[config.mk]
export PLATFORM = sky130hd
export DESIGN_NAME = button_gesture_qualifier_core
export DESIGN_NICKNAME = d
export VERILOG_FILES = /design/src/sv/bgq_pkg.sv /design/src/sv/button_gesture_qualifier_core.sv /design/src/sv/bgq_rule.sv
export SDC_FILE = /design/constraint.sdc
export NUM_CORES = 1
export LEC_CHECK = 0
export ABC_CLOCK_PERIOD_IN_PS = 7600
export BUFFER_PORTS_ARGS = -buffer_cell sky130_fd_sc_hd__buf_2
export CORE_MARGIN = 2
export CORE_UTILIZATION = 35
export CTS_BUF_LIST = sky130_fd_sc_hd__clkbuf_8
export CTS_CLUSTER_DIAMETER = 50
export DETAILED_ROUTE_END_ITERATION = 16
export GPL_TIMING_DRIVEN = 1
export PLACE_DENSITY = 0.52
export SLEW_MARGIN = 20
export SYNTH_ARGS = -nofsm -noshare
export SYNTH_HDL_FRONTEND = slang
export SYNTH_SLANG_ARGS = --single-unit
[constraint.sdc]
create_clock -name clk -period 7.6 [get_ports clk]
set_input_delay 1.52 -clock clk [delete_from_list [all_inputs] [get_ports clk]]
set_output_delay 1.52 -clock clk [all_outputs]
set_load 0.01 [all_outputs]
[src/sv/bgq_pkg.sv]
`timescale 1ns / 1ps
`default_nettype none

package bgq_pkg;

    // field widths
    localparam int unsigned MODE_W    = 3;
    localparam int unsigned TIME_W    = 32;
    localparam int unsigned TAPS_W    = 8;
    localparam int unsigned DELTA_W   = 16;
    localparam int unsigned PHASE_W   = 2;
    localparam int unsigned CFG_IDX_W = 2;
    localparam int unsigned CFG_W     = 32;
    localparam int unsigned IN_DATA_W  = 24;
    localparam int unsigned OUT_DATA_W = 8;

    // mode codes, the codes above multi-tap act as pass-through
    localparam logic [MODE_W-1:0] MODE_PASS  = 3'd0;
    localparam logic [MODE_W-1:0] MODE_PRESS = 3'd1;
    localparam logic [MODE_W-1:0] MODE_HOLD  = 3'd2;
    localparam logic [MODE_W-1:0] MODE_TAP   = 3'd3;
    localparam logic [MODE_W-1:0] MODE_MULTI = 3'd4;

    // register indexes on the configuration port
    localparam logic [CFG_IDX_W-1:0] CFG_MODE        = 2'd0;
    localparam logic [CFG_IDX_W-1:0] CFG_DURATION    = 2'd1;
    localparam logic [CFG_IDX_W-1:0] CFG_TAPS_NEEDED = 2'd2;
    localparam logic [CFG_IDX_W-1:0] CFG_TAP_GAP     = 2'd3;

    // reset values of the registers
    localparam logic [MODE_W-1:0] MODE_RST        = MODE_PASS;
    localparam logic [TIME_W-1:0] DURATION_RST    = 32'd500000;
    localparam logic [TAPS_W-1:0] TAPS_NEEDED_RST = 8'd2;
    localparam logic [TIME_W-1:0] TAP_GAP_RST     = 32'd300000;

    typedef enum logic [PHASE_W-1:0] {
        PHASE_WAITING   = 2'd0,
        PHASE_STARTED   = 2'd1,
        PHASE_PERFORMED = 2'd2,
        PHASE_CANCELED  = 2'd3
    } phase_t;

    typedef struct packed {
        logic [MODE_W-1:0] mode;
        logic [TIME_W-1:0] duration_us;
        logic [TAPS_W-1:0] taps_needed;
        logic [TIME_W-1:0] tap_gap_us;
    } cfg_t;

    typedef struct packed {
        logic              was_pressed;
        logic [TIME_W-1:0] elapsed_us;
        logic              done_flag;
        logic [TAPS_W-1:0] tap_progress;
    } gesture_state_t;

endpackage

`default_nettype wire

[src/sv/button_gesture_qualifier_core.sv]
`timescale 1ns / 1ps
`default_nettype none

// Button gesture qualifier. Each slave-side transaction carries one sample
// of a button: its level and the microseconds since the previous sample.
// Each sample yields exactly one master-side transaction with a phase
// (waiting, started, performed, canceled) chosen by the rule in the mode
// register: pass-through, press, hold, tap or multi-tap.
// The user must write registers through cfg_we / cfg_index / cfg_wdata only
// while no sample is in flight; the block does not enforce this. Index 0
// mode, 1 duration_us, 2 taps_needed, 3 tap_gap_us.
// A sample lands in the input register, then one pass of the rule logic
// (a 32-bit saturating add and compare) writes the result register and
// the gesture state. One sample per cycle is sustained while the receiver
// keeps m_axis_tready high.
// When the receiver stalls, the result register holds and the input
// register takes one more sample; tready drops once both are full.
// Reset clears the gesture state, empties both registers and loads the
// register defaults (pass-through, 500000 us, 2 taps, 300000 us).

module button_gesture_qualifier_core
(
    input  wire logic                              clk,
    input  wire logic                              rst_n,
    // configuration write port
    input  wire logic                              cfg_we,
    input  wire logic [bgq_pkg::CFG_IDX_W-1:0]     cfg_index,
    input  wire logic [bgq_pkg::CFG_W-1:0]         cfg_wdata,
    // sample stream
    input  wire logic                              s_axis_tvalid,
    output      logic                              s_axis_tready,
    input  wire logic [bgq_pkg::IN_DATA_W-1:0]     s_axis_tdata,  // [0] pressed, [16:1] delta_us
    // result stream
    output      logic                              m_axis_tvalid,
    input  wire logic                              m_axis_tready,
    output      logic [bgq_pkg::OUT_DATA_W-1:0]    m_axis_tdata   // [1:0] phase
);

    bgq_pkg::cfg_t                    cfg_reg;
    bgq_pkg::gesture_state_t          state_reg;
    bgq_pkg::gesture_state_t          state_next;
    bgq_pkg::phase_t                  phase_next;
    bgq_pkg::phase_t                  out_phase_reg;
    logic                             in_valid_reg;
    logic                             in_pressed_reg;
    logic [bgq_pkg::DELTA_W-1:0]      in_delta_reg;
    logic                             out_valid_reg;
    logic                             advance;
    logic                             in_take;

    // handshake: the input register moves on when the result register is free
    assign advance       = in_valid_reg && (!out_valid_reg || m_axis_tready);
    assign s_axis_tready = !in_valid_reg || advance;
    assign in_take       = s_axis_tvalid && s_axis_tready;

    assign m_axis_tvalid = out_valid_reg;
    assign m_axis_tdata  = {{(bgq_pkg::OUT_DATA_W - bgq_pkg::PHASE_W){1'b0}}, out_phase_reg};

    // configuration registers
    always_ff @(posedge clk or negedge rst_n)
    begin
        if (!rst_n)
        begin
            cfg_reg.mode        <= bgq_pkg::MODE_RST;
            cfg_reg.duration_us <= bgq_pkg::DURATION_RST;
            cfg_reg.taps_needed <= bgq_pkg::TAPS_NEEDED_RST;
            cfg_reg.tap_gap_us  <= bgq_pkg::TAP_GAP_RST;
        end
        else if (cfg_we)
        begin
            unique case (cfg_index)
                bgq_pkg::CFG_MODE:        cfg_reg.mode        <= cfg_wdata[bgq_pkg::MODE_W-1:0];
                bgq_pkg::CFG_DURATION:    cfg_reg.duration_us <= cfg_wdata[bgq_pkg::TIME_W-1:0];
                bgq_pkg::CFG_TAPS_NEEDED: cfg_reg.taps_needed <= cfg_wdata[bgq_pkg::TAPS_W-1:0];
                bgq_pkg::CFG_TAP_GAP:     cfg_reg.tap_gap_us  <= cfg_wdata[bgq_pkg::TIME_W-1:0];
                default:                  ;
            endcase
        end
    end

    // input register payload
    always_ff @(posedge clk)
    begin
        if (in_take)
        begin
            in_pressed_reg <= s_axis_tdata[0];
            in_delta_reg   <= s_axis_tdata[bgq_pkg::DELTA_W:1];
        end
    end

    // result register payload
    always_ff @(posedge clk)
    begin
        if (advance)
        begin
            out_phase_reg <= phase_next;
        end
    end

    // valid flags and gesture state
    always_ff @(posedge clk or negedge rst_n)
    begin
        if (!rst_n)
        begin
            in_valid_reg  <= 1'b0;
            out_valid_reg <= 1'b0;
            state_reg     <= '0;
        end
        else
        begin
            if (in_take)
            begin
                in_valid_reg <= 1'b1;
            end
            else if (advance)
            begin
                in_valid_reg <= 1'b0;
            end

            if (advance)
            begin
                out_valid_reg <= 1'b1;
                state_reg     <= state_next;
            end
            else if (m_axis_tready)
            begin
                out_valid_reg <= 1'b0;
            end
        end
    end

    bgq_rule u_rule
    (
        .cfg      (cfg_reg),
        .cur      (state_reg),
        .pressed  (in_pressed_reg),
        .delta_us (in_delta_reg),
        .nxt      (state_next),
        .phase    (phase_next)
    );

endmodule

`default_nettype wire

[src/sv/bgq_rule.sv]
`timescale 1ns / 1ps
`default_nettype none

module bgq_rule
(
    input  wire bgq_pkg::cfg_t            cfg,
    input  wire bgq_pkg::gesture_state_t  cur,
    input  wire logic                     pressed,
    input  wire logic [bgq_pkg::DELTA_W-1:0] delta_us,
    output bgq_pkg::gesture_state_t       nxt,
    output bgq_pkg::phase_t               phase
);

    logic [bgq_pkg::TIME_W:0]   sum;
    logic [bgq_pkg::TIME_W-1:0] added;
    logic [bgq_pkg::TAPS_W-1:0] tap_inc;

    // saturating time accumulation
    assign sum     = {1'b0, cur.elapsed_us}
                   + {{(bgq_pkg::TIME_W + 1 - bgq_pkg::DELTA_W){1'b0}}, delta_us};
    assign added   = sum[bgq_pkg::TIME_W] ? '1 : sum[bgq_pkg::TIME_W-1:0];
    assign tap_inc = cur.tap_progress + 8'd1;

    // per-mode gesture rules
    always_comb
    begin
        nxt   = cur;
        phase = bgq_pkg::PHASE_WAITING;
        unique case (cfg.mode)
            bgq_pkg::MODE_PRESS:
            begin
                if (pressed)
                begin
                    nxt.was_pressed = 1'b1;
                    phase = cur.was_pressed ? bgq_pkg::PHASE_STARTED
                                            : bgq_pkg::PHASE_PERFORMED;
                end
                else if (cur.was_pressed)
                begin
                    nxt.was_pressed = 1'b0;
                    phase = bgq_pkg::PHASE_CANCELED;
                end
            end
            bgq_pkg::MODE_HOLD:
            begin
                if (pressed && !cur.was_pressed)
                begin
                    nxt.was_pressed = 1'b1;
                    nxt.elapsed_us  = '0;
                    nxt.done_flag   = 1'b0;
                    phase = bgq_pkg::PHASE_STARTED;
                end
                else if (pressed)
                begin
                    nxt.elapsed_us = added;
                    if (!cur.done_flag && added >= cfg.duration_us)
                    begin
                        nxt.done_flag = 1'b1;
                        phase = bgq_pkg::PHASE_PERFORMED;
                    end
                    else
                    begin
                        phase = bgq_pkg::PHASE_STARTED;
                    end
                end
                else if (cur.was_pressed)
                begin
                    nxt.was_pressed = 1'b0;
                    nxt.done_flag   = 1'b0;
                    phase = bgq_pkg::PHASE_CANCELED;
                end
            end
            bgq_pkg::MODE_TAP:
            begin
                if (pressed && !cur.was_pressed)
                begin
                    nxt.was_pressed = 1'b1;
                    nxt.elapsed_us  = '0;
                    nxt.done_flag   = 1'b0;
                    phase = bgq_pkg::PHASE_STARTED;
                end
                else if (pressed)
                begin
                    nxt.elapsed_us = added;
                    if (!cur.done_flag && added > cfg.duration_us)
                    begin
                        nxt.done_flag = 1'b1;
                        phase = bgq_pkg::PHASE_CANCELED;
                    end
                    else
                    begin
                        phase = cur.done_flag ? bgq_pkg::PHASE_WAITING
                                              : bgq_pkg::PHASE_STARTED;
                    end
                end
                else if (cur.was_pressed)
                begin
                    nxt.was_pressed = 1'b0;
                    nxt.done_flag   = 1'b0;
                    phase = (!cur.done_flag && cur.elapsed_us <= cfg.duration_us)
                          ? bgq_pkg::PHASE_PERFORMED : bgq_pkg::PHASE_WAITING;
                end
            end
            bgq_pkg::MODE_MULTI:
            begin
                if (pressed && !cur.was_pressed)
                begin
                    nxt.was_pressed = 1'b1;
                    nxt.elapsed_us  = '0;
                    phase = bgq_pkg::PHASE_STARTED;
                end
                else if (!pressed && cur.was_pressed)
                begin
                    // release edge counts one tap
                    nxt.was_pressed = 1'b0;
                    nxt.elapsed_us  = '0;
                    if (tap_inc >= cfg.taps_needed)
                    begin
                        nxt.tap_progress = '0;
                        phase = bgq_pkg::PHASE_PERFORMED;
                    end
                    else
                    begin
                        nxt.tap_progress = tap_inc;
                        phase = bgq_pkg::PHASE_STARTED;
                    end
                end
                else
                begin
                    nxt.elapsed_us = added;
                    if (cur.tap_progress != '0 && added > cfg.tap_gap_us)
                    begin
                        nxt.tap_progress = '0;
                        phase = bgq_pkg::PHASE_CANCELED;
                    end
                    else
                    begin
                        phase = cur.was_pressed ? bgq_pkg::PHASE_STARTED
                                                : bgq_pkg::PHASE_WAITING;
                    end
                end
            end
            default:
            begin
                // pass-through, also for the unused mode codes
                if (pressed)
                begin
                    nxt.was_pressed = 1'b1;
                    phase = bgq_pkg::PHASE_PERFORMED;
                end
                else if (cur.was_pressed)
                begin
                    nxt.was_pressed = 1'b0;
                    phase = bgq_pkg::PHASE_CANCELED;
                end
            end
        endcase
    end

endmodule

`default_nettype wire

Word-level counts from Yosys, hierarchy flattened
Cells that the tools add are included.
{ "word_totals": {"input_bits": 63, "elab_cells": 104, "output_inout_bits": 10, "reg_bits": 138} }
{ "op_classes": {"add_sub_neg": 2, "n_reduce_logical": 30, "eq_ne": 10, "mux": 43, "bitwise_logic": 1, "magnitude_cmp": 5} }
{ "ops": {"columns": ["op", "n"], "rows": [
  ["32-bit 2-to-1 mux", 3],
  ["32-bit case mux with 3 select lines", 1],
  ["34-bit 2-to-1 mux", 2],
  ["32-bit greater-than comparator", 2],
  ["32-bit by 16-bit adder with 33-bit output", 1],
  ["33-bit 2-to-1 mux", 1],
  ["32-bit greater-or-equal comparator", 1],
  ["32-bit less-or-equal comparator", 1],
  ["2-bit 2-to-1 mux", 16],
  ["8-bit 2-to-1 mux", 3],
  ["1-bit 2-to-1 mux", 14],
  ["2-bit AND reduction", 6],
  ["8-bit by 1-bit adder with 8-bit output (second input constant)", 1],
  ["8-bit greater-or-equal comparator", 1],
  ["1-bit logical AND", 8],
  ["4-bit by 2-bit != test with 1-bit output (second input constant)", 2],
  ["2-bit case mux with 4 select lines", 1],
  ["4-bit AND reduction", 2],
  ["2-bit nonzero test", 4],
  ["8-bit nonzero test", 1],
  ["3-bit by 2-bit equality test with 1-bit output (second input constant)", 2],
  ["1-bit logical NOT", 5],
  ["2-bit equality test (second input constant)", 2],
  ["3-bit by 1-bit equality test with 1-bit output (second input constant)", 1],
  ["other kinds (9)", 10]
]} }

Logic depth before layout (Yosys ltp)
{ "logic_depth": {"word_depth": 8, "mapped_depth": 20, "mapped_depth_nobuf": 19} }

Hierarchy
A second synthesis with hierarchy kept.
{ "hier_totals": {"hier_cells": 1008, "area_unflattened_um2": 10342.4} }
{ "by_module_without_submodules": {"columns": ["module", "cells_each", "area_per_inst_um2", "n_inst", "seq_area_each_um2"], "rows": [
  ["button_gesture_qualifier_core", 283, 5361.4, 1, 3568.4],
  ["bgq_rule", 725, 4981.0, 1, 0.0]
]} }

Worst setup path after synthesis
Ideal clock, no wire load.
{ "synth_timing": {"kind": "flip-flop to flip-flop", "from": "reg state_reg[9] (netlist bit)", "to": "reg state_reg[2] (netlist bit)", "stages_incl_launch_ff": 19, "t_arrival_ns": 4.745, "required_time_ns": 7.475, "synth_period_minus_slack_ns": 4.870, "slack_ns": 2.730, "setup_time_ns": 0.125, "path_buffers": 1, "cell_sequence": "dfrtp_1 -> ha_1 -> fa_1 -> a211oi_1 -> o21ai_0 -> a21oi_1 -> o31ai_1 -> a21oi_1 -> buf_2 -> nand2_1 -> mux2_2 -> ha_1 -> nand3_1 -> nor4_1 -> a221oi_1 -> o21ai_0 -> o211ai_4 -> a2111oi_4 -> mux2_2"} }
{ "synth_between": {"elab_chain_len": 6} }
{ "synth_rtl": {"columns": ["element", "line", "rtl"], "rows": [
  ["from (decl)", "button_gesture_qualifier_core.sv:40", "bgq_pkg::gesture_state_t state_reg;"],
  ["from (signal assigned)", "button_gesture_qualifier_core.sv:123", "state_reg <= state_next;"],
  ["32-bit by 16-bit adder with 33-bit output", "bgq_rule.sv:20", "+ {{(bgq_pkg::TIME_W + 1 - bgq_pkg::DELTA_W){1'b0}}, delta_us};"],
  ["32-bit 2-to-1 mux", "bgq_rule.sv:21", "assign added = sum[bgq_pkg::TIME_W] ? '1 : sum[bgq_pkg::TIME_W-1:0];"],
  ["32-bit greater-than comparator", "bgq_rule.sv:131", "if (cur.tap_progress != '0 && added > cfg.tap_gap_us)"],
  ["1-bit logical AND", "bgq_rule.sv:131", null],
  ["2-bit nonzero test (no source line)", null, null],
  ["4-bit AND reduction (no source line)", null, null]
]} }
No other way between the ends.
A chain may end at the register's enable or synchronous reset.

Worst setup path in the final report
{ "layout_timing": {"from": "reg state_reg[9] (netlist bit)", "to": "reg state_reg[6] (netlist bit)"} }
The elaborated chain is that of the path after synthesis.

==> results.cfg <==
[synth]
ys_seq_area_share_pct = 37.72
syn-cell-area_sq_mm = 0.009459
async_reset_ff_share_pct = 86.23
yosys_warnings = 0
synth_ff_type = dfrtp_1
synthCells = 950
yosys.area.top_type = dfrtp_1
synth_area_per_cell_sq_um = 9.957
synth_top_area_share_pct = 27.25
ys_ff_latch = 138
synth.distinct_cells = 66
synth_edf_count = 19
ys_top_cells_by_area = dfrtp_1 27%, ha_1 17%, mux2_2 9.9%, edfxtp_1 6.0%, dfstp_2 4.4%

[worst_setup_path]
cp_num_buf_inv = 1
critPathKind = reg -> reg
start_kind = flop
critPathCaptureType = flop
rrSetupSlack_ns = 1.57
cp_top_family = compound AO/OA/AOI/OAI gates
critPathMaxStageDelay_ns = 0.74
cp.arrival_ns = 6.38
crit_required_ns = 7.95
slowest_stage = nor4_1
critical_path.cell_chain = ha_1 -> fa_1 -> a211oi_1 -> o21ai_0 -> a21oi_1 -> o31a_1 -> o21ai_1 -> buf_4 -> and2_1 -> nor2_1 -> mux2i_1 -> ha_1 -> nand4_1 -> nor4_1 -> a221oi_1 -> o21ai_0 -> o211ai_4 -> a2111oi_4 -> mux2_2
critical_path.max_fanout = 17

[routing]
ant_nets = 0
finalWirelength_um = 23980
vias = 7133
first_iter_violations = 410
drc = 0
wire_per_inst_um = 17.62
drtPass1Iterations = 5
via_per_inst = 5.241

[placed_design]
port_buffers = 59
routabilityCongestion = 0.8216
dp_hpwl_um = 17680

[flow_run]
cap_violations = 0

[global_routing]
grt_pass1_vias = 7030
grt_use_met2_pct = 28.57
grt_pass1_wl_um = 38770
met1_usage_pct = 24.46
grt_start_max_net_pins = 76
grt_overflow = 0
grt_util_met3_pct = 2.962
grt_antenna_before_repair = 0
grtUsageTotal_pct = 17.58
busiest_layer = met2

[finish]
antenna_cells = 0
final_util_pct = 39.19
drive_gt1_share_pct = 20.49
largest_reg_flops = 75
area_growth_pct = 10.74
layout.nets = 1197

[sta]
finalHoldViolCount = 0
rsz0062_at_grt = false
tightest_slew_ns = 1.028
slew_viol_final = 0
fin_crit_ns = 6.029
slew_headroom_pct = 31.41
max_freq_mhz = 165.9
setup_violations = 0
fin_skew_ns = 0.02103
period_share_pct = 79.33
tns_ns = 0

[run_status]
status = complete, no violations

[cts]
clk_pin_slew_ns = 0.08
cts_sinks = 138
cts_setup_buffers = 0
cts_tree = done
clkLatencyLatePin_ns = 0.47
cts-buffers-inserted = 17
clock-root-buffer = clkbuf_8
ctsHoldBuffers = 0
cts_max_path_buffers = 2
cts_max_level = 4
cts_resized = 0

[hold_path]
holdCritPathClass = reg -> reg

[floorplanning]
start_util_pct = 35.39
fp-row-count = 60
fp.dieW_um = 168.4
die_y_um = 168.4
core_area_sq_mm = 0.02673
io_pins = 73
dieArea_sq_mm = 0.02836

[power]
static-leakage-power_uw = 0.004992
irDropWorstVdd_v = 0.00009784
powerDensity_mw_per_mm2 = 277.4
[power by group]
group / leakage, uW / internal (uW) / total, uW / switching [uW]
registers: 0.00163 / 894 / 995 / 101
clock network: 0.000195 / 263 / 578 / 315
logic: 0.00317 / 558 / 1330 / 775
total: 0.00499 / 1720 / 2910 / 1190
[final timing paths]
path                                   start             to  cells after the start
worst max-delay path            state_reg[9]   state_reg[6]                     19
worst min-delay path             cfg_reg[38]    cfg_reg[38]                      1
worst max register to register  state_reg[9]   state_reg[6]                     19
worst min register to register   cfg_reg[38]    cfg_reg[38]                      1
max in group asynchronous              rst_n  state_reg[27]                      2
min in group asynchronous              rst_n    cfg_reg[62]                      1
[synthesized netlist by cell type, types with 6 or more instances]
cell	count
a211oi_1	8
a21o_1	22
a21oi_1	69
a221o_1	7
a22o_1	18
a31oi_1	6
and3_1	11
and4_1	6
buf_4	6
clkbuf_1	20
dfrtp_1	103
dfstp_2	16
edfxtp_1	19
ha_1	126
inv_1	86
mux2_2	83
nand2_1	69
nand2b_1	8
nand3_1	29
nand4_1	17
nor2_1	49
nor2b_1	10
nor3_1	10
nor4_1	7
o211ai_1	6
o21a_1	8
o21ai_0	40
xnor2_1	12
xor2_1	11
[metal layers]
metal  wire (um)  vias up
li1            -     3569
met1       11580     3430
met2       11290      116
met3         827       18
met4         284        0
met5           0        -
[metrics by stage]
step | cell area (sq um) | cells | worst slack, ns | hold WS [ns] | total power [uW]
CTS | 10470 | 1361 | 1.545 | 0.5111 | 2929
global placement | 10110 | 1329 | 1.579 | 0.4890 | 2312
finish | 10480 | 1361 | 1.571 | 0.5085 | 2906
floorplan | 9478 | 955 | 2.730 | 0.4572 | 1959
detailed placement | 10110 | 1329 | 1.555 | 0.4833 | 2328
global route | 10480 | 1361 | 1.170 | 0.5178 | 3164
[cells in the final DEF (no fill, tap or decap), types with 28 or more instances in the layout]
cell	instances
mux2_2	83
buf_2	58
a21oi_1	67
o21ai_0	40
dfrtp_1	103
ha_1	126
nand3_1	28
nand2_1	68
nor2_1	49
inv_1	88
[final cells by class]
type | instances | area, sq um
fillers | 2694 | 16250
multi-input cells | 699 | 5455
flip-flops and latches | 138 | 3568
well taps | 341 | 426.7
repair buffers | 65 | 346.6
inverters | 86 | 322.8
clock buffers | 18 | 247.7
clock inverters | 14 | 107.6
[kinds of logic after synthesis]
kind of cell	after synthesis	synth area share (%)
AOI/OAI and AO/OA	226	16.05
xor gates and xnor gates	23	2.130
adders and majority gates	127	16.88
buffers and inverters	118	4.960
DFF	138	37.72
muxes	85	10.09
other	1	0.03964
and+or+nand+nor	232	12.13
No activity file was read; power rests on OpenSTA's default activity.
